<file path="config.mk">
export PLATFORM = sky130hd
export DESIGN_NAME = tcp_ack_window_rtt_update_unit
export DESIGN_NICKNAME = d
export VERILOG_FILES = /design/src/tawru_pkg.sv /design/src/tawru_rtt_calc.sv /design/src/tcp_ack_window_rtt_update_unit.sv
export SDC_FILE = /design/constraint.sdc
export NUM_CORES = 2
export LEC_CHECK = 0
export BUFFER_PORTS_ARGS = -buffer_cell sky130_fd_sc_hd__buf_2
export CAP_MARGIN = 20
export CELL_PAD_IN_SITES_DETAIL_PLACEMENT = 1
export CELL_PAD_IN_SITES_GLOBAL_PLACEMENT = 2
export CORE_MARGIN = 4
export CORE_UTILIZATION = 43
export DETAILED_ROUTE_END_ITERATION = 8
export GPL_TIMING_DRIVEN = 0
export PLACE_DENSITY_LB_ADDON = 0.3
export SLEW_MARGIN = 20
export SYNTH_ARGS = -nofsm -noshare
export SYNTH_HDL_FRONTEND = slang
export SYNTH_HIERARCHICAL = 1
export SYNTH_SLANG_ARGS = --single-unit
</file>
<file path="constraint.sdc">
create_clock -name clk -period 33.1 [get_ports clk]
set_input_delay 6.62 -clock clk [delete_from_list [all_inputs] [get_ports clk]]
set_output_delay 6.62 -clock clk [all_outputs]
set_load 0.02 [all_outputs]
</file>
<file path="src/tawru_pkg.sv">
// shared types and constants for the tcp ack, window and rtt update unit
// no dependencies
`timescale 1ns / 1ps

package tawru_pkg;

  localparam int SEQ_W    = 32;
  localparam int RTT_W    = 32;
  localparam int WIN_W    = 16;
  localparam int GAIN_W   = 9;
  localparam int OFFSET_W = 16;
  localparam int KIND_W   = 2;
  localparam int DUP_W    = 2;
  localparam int CFG_IDX_W  = 3;
  localparam int CFG_DATA_W = 32;

  localparam logic [GAIN_W-1:0] GAIN_ONE = 9'd256;
  localparam logic [DUP_W-1:0]  DUP_THRESHOLD = 2'd3;
  localparam logic [WIN_W-1:0]  WIN_MAX = 16'hFFFF;

  // result kinds
  localparam logic [KIND_W-1:0] KIND_STALE      = 2'd0;
  localparam logic [KIND_W-1:0] KIND_NEW_ACK    = 2'd1;
  localparam logic [KIND_W-1:0] KIND_DUPLICATE  = 2'd2;
  localparam logic [KIND_W-1:0] KIND_RETRANSMIT = 2'd3;

  // register indexes
  localparam logic [CFG_IDX_W-1:0] REG_ALPHA_GAIN     = 3'd0;
  localparam logic [CFG_IDX_W-1:0] REG_BETA_GAIN      = 3'd1;
  localparam logic [CFG_IDX_W-1:0] REG_VARIANCE_OFS   = 3'd2;
  localparam logic [CFG_IDX_W-1:0] REG_SSTHRESH       = 3'd3;
  localparam logic [CFG_IDX_W-1:0] REG_INITIAL_WINDOW = 3'd4;
  localparam logic [CFG_IDX_W-1:0] REG_INITIAL_SEQ    = 3'd5;

  // rtt estimator state
  typedef struct packed {
    logic [RTT_W-1:0] srtt;
    logic [RTT_W-1:0] rttvar;
  } rtt_est_t;

endpackage

</file>
<file path="src/tawru_rtt_calc.sv">
// jacobson rtt estimator next-value logic, combinational
// depends on tawru_pkg
`timescale 1ns / 1ps

module tawru_rtt_calc (
  input  logic [31:0]              rtt_sample,
  input  logic                     seeded,
  input  tawru_pkg::rtt_est_t      est_cur,
  input  logic [8:0]               alpha_gain,
  input  logic [8:0]               beta_gain,
  input  logic [15:0]              variance_offset,
  output tawru_pkg::rtt_est_t      est_next
);
  import tawru_pkg::*;

  logic [GAIN_W-1:0] alpha_c;
  logic [GAIN_W-1:0] beta_c;
  logic [GAIN_W-1:0] alpha_keep;
  logic [GAIN_W-1:0] beta_keep;
  logic [RTT_W-1:0]  delta;
  logic [RTT_W+8:0]  var_old_term;
  logic [RTT_W+8:0]  var_new_term;
  logic [RTT_W+8:0]  var_sum;
  logic [RTT_W+1:0]  var_ofs;
  logic [RTT_W+8:0]  srtt_old_term;
  logic [RTT_W+8:0]  srtt_new_term;
  logic [RTT_W+8:0]  srtt_sum;

  // a gain above 1.0 acts as 1.0
  assign alpha_c    = alpha_gain[GAIN_W-1] ? GAIN_ONE : alpha_gain;
  assign beta_c     = beta_gain[GAIN_W-1]  ? GAIN_ONE : beta_gain;
  assign alpha_keep = GAIN_ONE - alpha_c;
  assign beta_keep  = GAIN_ONE - beta_c;

  assign delta = (est_cur.srtt > rtt_sample) ? (est_cur.srtt - rtt_sample)
                                             : (rtt_sample - est_cur.srtt);

  // weights sum to 256, so the sums never carry out of 41 bits
  assign var_old_term  = (RTT_W+9)'(beta_keep)  * (RTT_W+9)'(est_cur.rttvar);
  assign var_new_term  = (RTT_W+9)'(beta_c)     * (RTT_W+9)'(delta);
  assign var_sum       = var_old_term + var_new_term;
  assign var_ofs       = {1'b0, var_sum[RTT_W+8:8]} + (RTT_W+2)'(variance_offset);

  assign srtt_old_term = (RTT_W+9)'(alpha_keep) * (RTT_W+9)'(est_cur.srtt);
  assign srtt_new_term = (RTT_W+9)'(alpha_c)    * (RTT_W+9)'(rtt_sample);
  assign srtt_sum      = srtt_old_term + srtt_new_term;

  always_comb begin
    if (!seeded) begin
      est_next.srtt   = rtt_sample;
      est_next.rttvar = {1'b0, rtt_sample[RTT_W-1:1]};
    end else begin
      est_next.srtt   = srtt_sum[RTT_W+7:8];
      est_next.rttvar = (|var_ofs[RTT_W+1:RTT_W]) ? {RTT_W{1'b1}} : var_ofs[RTT_W-1:0];
    end
  end

endmodule

</file>
<file path="src/tcp_ack_window_rtt_update_unit.sv">
// top level: tcp ack classification, congestion window and rtt estimator
// depends on tawru_pkg and tawru_rtt_calc
`timescale 1ns / 1ps

// Takes ack transfers (ack number plus rtt sample) and returns one result
// transfer per ack. An ack is classified against the oldest unacked sequence
// with modulo 2^32 compare: a new ack releases entries, grows the window
// (by the gap in slow start, by one at or above the threshold) and updates
// the smoothed rtt and variance with Q1.8 gains; a repeat of the last new
// ack is counted and from the third on asks for a retransmit of ack+1 and
// adds one to the window; anything else is stale. An ack passes the input
// register, then the result register; while out_stall is low the sustained
// rate is one ack per cycle: all state is updated by a single pass through
// the classifier, window adder and the estimator's two 9x32 multiply pairs.
// The input side keeps taking transfers while a result waits on a stalled
// output, up to one held ack. The user must write configuration only while
// idle, not enforced by the block; writing initial_window or initial_sequence
// loads the live window or oldest unacked sequence at once.

module tcp_ack_window_rtt_update_unit (
  input  logic        clk,
  input  logic        rst,
  // configuration write port
  input  logic        cfg_write_enable,
  input  logic [2:0]  cfg_index,
  input  logic [31:0] cfg_data,
  // ack input channel
  input  logic        in_valid,
  output logic        in_stall,
  input  logic [31:0] ack_number,
  input  logic [31:0] rtt_sample,
  // result channel
  output logic        out_valid,
  input  logic        out_stall,
  output logic [1:0]  ack_kind,
  output logic [31:0] retransmit_sequence,
  output logic [15:0] released_count,
  output logic [31:0] oldest_unacked,
  output logic [15:0] window_now,
  output logic [31:0] smoothed_rtt,
  output logic [31:0] rtt_variance
);
  import tawru_pkg::*;

  // configuration registers
  logic [GAIN_W-1:0]   alpha_gain;
  logic [GAIN_W-1:0]   beta_gain;
  logic [OFFSET_W-1:0] variance_offset;
  logic [WIN_W-1:0]    slow_start_threshold;

  // connection state
  logic [SEQ_W-1:0]    unacked_base;
  logic [SEQ_W-1:0]    last_ack_seen;
  logic [DUP_W-1:0]    duplicate_count;
  logic [WIN_W-1:0]    congestion_window;
  rtt_est_t            rtt_est;
  logic                rtt_seeded;

  // input register
  logic                in_full;
  logic [SEQ_W-1:0]    ack_q;
  logic [RTT_W-1:0]    rtt_q;

  logic                in_take;
  logic                advance;

  // step logic
  logic [SEQ_W-1:0]    gap;
  logic                is_new;
  logic                is_dup;
  logic [DUP_W-1:0]    dup_bumped;
  logic [SEQ_W-1:0]    ack_plus_one;
  logic [SEQ_W-1:0]    win_inc;
  logic [SEQ_W:0]      win_sum;
  logic [WIN_W-1:0]    win_added;
  rtt_est_t            rtt_est_calc;

  logic [KIND_W-1:0]   kind_next;
  logic [SEQ_W-1:0]    resend_next;
  logic [WIN_W-1:0]    released_next;
  logic [SEQ_W-1:0]    unacked_base_next;
  logic [SEQ_W-1:0]    last_ack_seen_next;
  logic [DUP_W-1:0]    duplicate_count_next;
  logic [WIN_W-1:0]    congestion_window_next;
  rtt_est_t            rtt_est_next;
  logic                rtt_seeded_next;

  // handshake: the held ack moves into the result register whenever that
  // register is empty or its result is being taken this cycle
  assign advance  = in_full && (!out_valid || !out_stall);
  assign in_stall = in_full && !advance;
  assign in_take  = in_valid && !in_stall;

  always_ff @(posedge clk) begin
    if (rst) begin
      in_full <= 1'b0;
    end else if (in_take) begin
      in_full <= 1'b1;
    end else if (advance) begin
      in_full <= 1'b0;
    end
  end

  always_ff @(posedge clk) begin
    if (in_take) begin
      ack_q <= ack_number;
      rtt_q <= rtt_sample;
    end
  end

  // sequence distance, positive means the ack moves the base forward
  assign gap          = ack_q - unacked_base + 32'd1;
  assign is_new       = (gap != '0) && !gap[SEQ_W-1];
  assign is_dup       = !is_new && (ack_q == last_ack_seen);
  assign ack_plus_one = ack_q + 32'd1;
  assign dup_bumped   = (duplicate_count < DUP_THRESHOLD) ? duplicate_count + 2'd1
                                                          : duplicate_count;

  // window increment: the whole gap in slow start, otherwise one
  assign win_inc   = (is_new && (congestion_window < slow_start_threshold)) ? gap : 32'd1;
  assign win_sum   = {1'b0, win_inc} + (SEQ_W+1)'(congestion_window);
  assign win_added = (|win_sum[SEQ_W:WIN_W]) ? WIN_MAX : win_sum[WIN_W-1:0];

  tawru_rtt_calc u_rtt_calc (
    .rtt_sample      (rtt_q),
    .seeded          (rtt_seeded),
    .est_cur         (rtt_est),
    .alpha_gain      (alpha_gain),
    .beta_gain       (beta_gain),
    .variance_offset (variance_offset),
    .est_next        (rtt_est_calc)
  );

  always_comb begin
    kind_next              = KIND_STALE;
    resend_next            = '0;
    released_next          = '0;
    unacked_base_next      = unacked_base;
    last_ack_seen_next     = last_ack_seen;
    duplicate_count_next   = duplicate_count;
    congestion_window_next = congestion_window;
    rtt_est_next           = rtt_est;
    rtt_seeded_next        = rtt_seeded;
    priority if (is_new) begin
      kind_next              = KIND_NEW_ACK;
      released_next          = (|gap[SEQ_W-1:WIN_W]) ? WIN_MAX : gap[WIN_W-1:0];
      last_ack_seen_next     = ack_q;
      duplicate_count_next   = '0;
      rtt_est_next           = rtt_est_calc;
      rtt_seeded_next        = 1'b1;
      congestion_window_next = win_added;
      unacked_base_next      = ack_plus_one;
    end else if (is_dup) begin
      duplicate_count_next = dup_bumped;
      if (dup_bumped >= DUP_THRESHOLD) begin
        // third repeat and every one after it
        kind_next              = KIND_RETRANSMIT;
        resend_next            = ack_plus_one;
        congestion_window_next = win_added;
      end else begin
        kind_next = KIND_DUPLICATE;
      end
    end else begin
      // stale ack, nothing changes
      kind_next = KIND_STALE;
    end
  end

  // state and configuration; the user must write config only while idle, not enforced here
  always_ff @(posedge clk) begin
    if (rst) begin
      alpha_gain           <= 9'd32;
      beta_gain            <= 9'd64;
      variance_offset      <= '0;
      slow_start_threshold <= 16'd64;
      unacked_base         <= '0;
      last_ack_seen        <= '0;
      duplicate_count      <= '0;
      congestion_window    <= 16'd1;
      rtt_est              <= '0;
      rtt_seeded           <= 1'b0;
    end else begin
      if (advance) begin
        unacked_base      <= unacked_base_next;
        last_ack_seen     <= last_ack_seen_next;
        duplicate_count   <= duplicate_count_next;
        congestion_window <= congestion_window_next;
        rtt_est           <= rtt_est_next;
        rtt_seeded        <= rtt_seeded_next;
      end
      if (cfg_write_enable) begin
        unique case (cfg_index)
          REG_ALPHA_GAIN:     alpha_gain           <= cfg_data[GAIN_W-1:0];
          REG_BETA_GAIN:      beta_gain            <= cfg_data[GAIN_W-1:0];
          REG_VARIANCE_OFS:   variance_offset      <= cfg_data[OFFSET_W-1:0];
          REG_SSTHRESH:       slow_start_threshold <= cfg_data[WIN_W-1:0];
          // the initial values only ever load live state, no read-back
          REG_INITIAL_WINDOW: congestion_window    <= cfg_data[WIN_W-1:0];
          REG_INITIAL_SEQ:    unacked_base         <= cfg_data[SEQ_W-1:0];
          default: begin
            // unused index, write dropped
          end
        endcase
      end
    end
  end

  // result register
  always_ff @(posedge clk) begin
    if (rst) begin
      out_valid <= 1'b0;
    end else if (advance) begin
      out_valid <= 1'b1;
    end else if (!out_stall) begin
      out_valid <= 1'b0;
    end
  end

  always_ff @(posedge clk) begin
    if (advance) begin
      ack_kind            <= kind_next;
      retransmit_sequence <= resend_next;
      released_count      <= released_next;
      oldest_unacked      <= unacked_base_next;
      window_now          <= congestion_window_next;
      smoothed_rtt        <= rtt_est_next.srtt;
      rtt_variance        <= rtt_est_next.rttvar;
    end
  end

endmodule

</file>
==> tab_implementation.tex <==
\begin{tabular}{lr}
\hline
Metric & Value \\
\hline
\multicolumn{2}{l}{\textbf{Synth}} \\
\quad Syn Inst Count & 7,154 \\
\quad Distinct cell type count of the synthesized netlist & 106 \\
\quad Synth area leader & fa\_1 \\
\quad Ys flop type & edfxtp\_1 \\
\quad Flip-flop and latch count after synthesis & 425 \\
\quad Number of nets in the synthesized netlist & 8,595 \\
\quad Summed instance area of the synthesized netlist & 61,300 um2 \\
\quad Share of Yosys cell area claimed by the top area cell type & 32.2\% \\
\quad Async set-reset flop share out of synthesis & 0\% \\
\quad Synth area leaders & fa\_1 (32\%), edfxtp\_1 (11\%), nand2\_1 (9.8\%) \\
\quad Sequential-to-total area share from yosys stat & 17.6\% \\
\quad Most frequently used cell type in the post-synthesis netlist & nand2\_1 \\
\quad Number of enable-type register cells in the synthesized netlist & 226 \\
\quad Synth Warn \# & 6 \\
\quad Leading cell types by count after synthesis & nand2\_1 (1,597), inv\_1 (1,233), fa\_1 (986), a21oi\_1 (367), ha\_1 (351) \\
\quad Synthesized area per cell & 8.57 um2 \\
\multicolumn{2}{l}{\textbf{Floorplanning}} \\
\quad Effective utilization at floorplan & 43.3\% \\
\quad Die Footprint & 149,000 um2 \\
\quad I/O pin total & 268 \\
\quad Number of standard-cell rows in the floorplan & 138 \\
\quad Die width & 385 um \\
\quad Height of the die & 385 um \\
\quad Area of the core region & 142,000 um2 \\
\multicolumn{2}{l}{\textbf{Critical path}} \\
\quad Crit path max-delay family & adder cells \\
\quad Critical path required time & 33.52 ns \\
\quad Crit path launch type & register \\
\quad Arr. time, crit path & 16.58 ns \\
\quad Crit end category & register \\
\quad Most used cell, CP & fa\_1 \\
\quad Critical-path maximum fanout & 10 \\
\quad Delay of the slowest cell on the worst path & 0.93 ns \\
\quad Buf+Inv Stages, Crit Path & 9 \\
\quad Launch point of the critical path & rtt\_q[24] \\
\quad Critical path's slowest cell & nor4\_1 \\
\quad Launching point of the worst reg2reg path & rtt\_q[24] \\
\quad Kind of critical path & reg -> reg \\
\multicolumn{2}{l}{\textbf{Clock network}} \\
\quad Cell chosen for the clock root & clkbuf\_16 \\
\quad TritonCTS Buffers & 53 \\
\quad Deepest level of the CTS H-tree & 2 \\
\quad Number of hold buffers added after cts & 0 \\
\quad Clk\_lat worst skew & 0.67 ns \\
\quad Post-cts gate resize count & 0 \\
\quad Clock input transition at the sequential cells of the worst setup and hold paths & 0.07 ns \\
\quad Longest Clk Path Bufs & 3 \\
\quad Sink count of the clock tree & 425 \\
\quad Post-CTS Setup Inserts & 0 \\
\quad TritonCTS clock tree & done \\
\multicolumn{2}{l}{\textbf{Timing}} \\
\quad Setup repair after global routing missed its margin & false \\
\quad Maximum operating frequency & 61.9 MHz \\
\quad Final min period & 16.16 ns \\
\quad Count of pins over their slew limit & 0 \\
\quad Crit share post-route & 48.8\% \\
\quad Final setup skew & 0.0276 ns \\
\quad Fin Setup TNS & 0 ns \\
\quad Slew at the pin closest to its max-slew limit & 1.26 ns \\
\quad Number of endpoints with negative hold slack in the final report & 0 \\
\quad Final number of setup-violating endpoints & 0 \\
\quad Slew Limit Headroom & 16.0\% \\
\multicolumn{2}{l}{\textbf{Layout}} \\
\quad Fillers & 17.0k \\
\quad Relative area change from synthesis to final layout & 9.98\% \\
\quad Final cell count without fillers & 9,435 \\
\quad Number of nets at the end of the flow & 8,934 \\
\quad Ratio of cells with drive above 1 in the final layout & 7.50\% \\
\multicolumn{2}{l}{\textbf{Routing}} \\
\quad DRC Markers & 0 \\
\quad Pre-antenna DRT Iters & 5 \\
\quad Routed wirelength normalized by instance count & 24.6 um \\
\quad Antenna violation net count after detailed routing & 0 \\
\quad Via count & 51.9k \\
\quad Number of DRC violations after detailed-routing iteration 0 & 3,464 \\
\quad Via-to-Cell Ratio & 5.50 \\
\quad Post-detailed-routing wire length & 232 mm \\
\multicolumn{2}{l}{\textbf{GRT}} \\
\quad Via count of the first global-routing pass & 56.1k \\
\quad Wire length of the first global-routing pass & 349 mm \\
\quad Initial antenna violation count & 20 \\
\quad Overall track demand over capacity in global routing & 31.3\% \\
\quad Maximum number of pins on one net before global-route repair & 56 \\
\quad Overflow left after global routing & 0 \\
\multicolumn{2}{l}{\textbf{Placement}} \\
\quad Total half-perimeter wirelength after legalization and detailed placement & 198 mm \\
\quad Placed cells & 9,328 \\
\quad Number of port buffers & 267 \\
\quad Global placement routability congestion & 0.949 \\
\multicolumn{2}{l}{\textbf{Hold path}} \\
\quad Beginning of the worst hold path & beta\_gain[2] \\
\quad Hold WC Path Type & reg -> reg \\
\multicolumn{2}{l}{\textbf{Run}} \\
\quad Max-Cap Viols & 0 \\
\multicolumn{2}{l}{\textbf{Pwr}} \\
\quad Power per Cell Area & 59.5 nW/um2 \\
\quad Power Total & 4.01 mW \\
\quad Total leakage power & 30.6 nW \\
\quad Largest voltage drop on the vdd net & 0.0693 mV \\
\multicolumn{2}{l}{\textbf{Run status}} \\
\quad Status & finished clean \\
\hline
\end{tabular}
-- report_power, final --
group	switching [mW]	internal, mW
Sequential	0.0483	0.649
Combinational	1.77	0.887
Clock	0.265	0.394
-- metal layers --
layer  vias to the layer above  share of wire [%]  GRT usage [%]
li1                      23080                  -              -
met1                     26814                 42           40.9
met2                      1591                 47           52.0
met3                       380                6.3           5.06
met4                         6                4.7           12.6
met5                         -              0.015              0
-- registers in the layout, indices dropped and copies added, names as in the netlist --
register	flops
unacked_base	32
congestion_window	16
alpha_gain	9
released_count	16
rtt_q	32
window_now	16
beta_gain	9
variance_offset	16
ack_q	32
smoothed_rtt	32
duplicate_count	2
in_full	1
rtt_seeded	1
last_ack_seen	32
out_valid	1
retransmit_sequence	32
ack_kind	2
oldest_unacked	32
slow_start_threshold	16
rtt_est	64
rtt_variance	32
-- stage by stage --
stage          area (um2)  utilization (%)  hold WS (ns)  setup WS [ns]
3_5_place_dp        65400             46.2         0.455          17.41
3_3_place_gp        65000             45.9         0.443          16.79
6_report            67400             47.6         0.463          16.94
4_1_cts             67300             47.6         0.464          17.34
5_1_grt             67400             47.6         0.484          16.24
2_1_floorplan       61300                -         0.432          19.57
-- kinds of logic after synthesis --
| logic type | count (synthesis) | synth area share, % |
|---|---|---|
| AOI/OAI and AO/OA | 976 | 10.5 |
| xor gates and xnor gates | 238 | 3.41 |
| adders and majority gates | 1337 | 39.4 |
| buffers and inverters | 1632 | 10.3 |
| DFF | 425 | 17.6 |
| muxes | 24 | 0.415 |
| and+or+nand+nor | 2522 | 18.4 |
-- worst reg2reg max path, delay by kind of cell, from the launching register on --
family	cells	cell delay, ns
xor+xnor	3	1.34
simple gates	9	3.07
compound gates	14	3.65
fa+ha+maj	9	4.17
flops	1	0.60
buf+inv	9	3.08
-- layout by cell type, fill, tap and decap left out, drive strengths merged, types with 10 or more instances in the layout --
| cell type | n |
|---|---|
| clkinv | 15 |
| nand3 | 77 |
| buf | 370 |
| o21bai | 25 |
| a21o | 63 |
| clkbuf | 382 |
| o21ai | 147 |
| o31ai | 25 |
| and3 | 40 |
| mux2i | 16 |
| nor3 | 39 |
| and2 | 261 |
| dfxtp | 199 |
| or2 | 16 |
| a31oi | 43 |
| a311oi | 30 |
| a21oi | 370 |
| nand2 | 1598 |
| ha | 351 |
| a211oi | 29 |
| nand4 | 54 |
| edfxtp | 226 |
| nor4 | 29 |
| xor2 | 119 |
| inv | 1238 |
| xnor2 | 119 |
| nor2 | 269 |
| and4 | 15 |
| o21a | 25 |
| a211o | 10 |
| or3 | 20 |
| nor2b | 37 |
| nand2b | 34 |
| o22a | 33 |
| a21boi | 40 |
| fa | 986 |
| o211ai | 39 |
-- final timing paths --
kind                            to  slack, ns  cells after the start
hold / removal        beta_gain[2]       0.46                      2
setup / recovery  rtt_variance[23]      16.94                     44
hold reg to reg       beta_gain[2]       0.46                      2
setup reg to reg  rtt_variance[23]      16.94                     44
-- layout make-up --
cell class | instances | area (um2) | share of cell area [%]
clock inverter | 31 | 467 | 0.693
multi-input combinational | 5097 | 44400 | 65.8
clock buffer | 69 | 1500 | 2.23
inverter | 1233 | 4630 | 6.87
timing repair buffer | 284 | 1580 | 2.34
sequential | 425 | 10800 | 16.0
tap | 1890 | 2360 | 3.51
antenna | 7 | 17.5 | 0.0260
buffer | 399 | 1690 | 2.51
(Power assumes the default switching activity.)
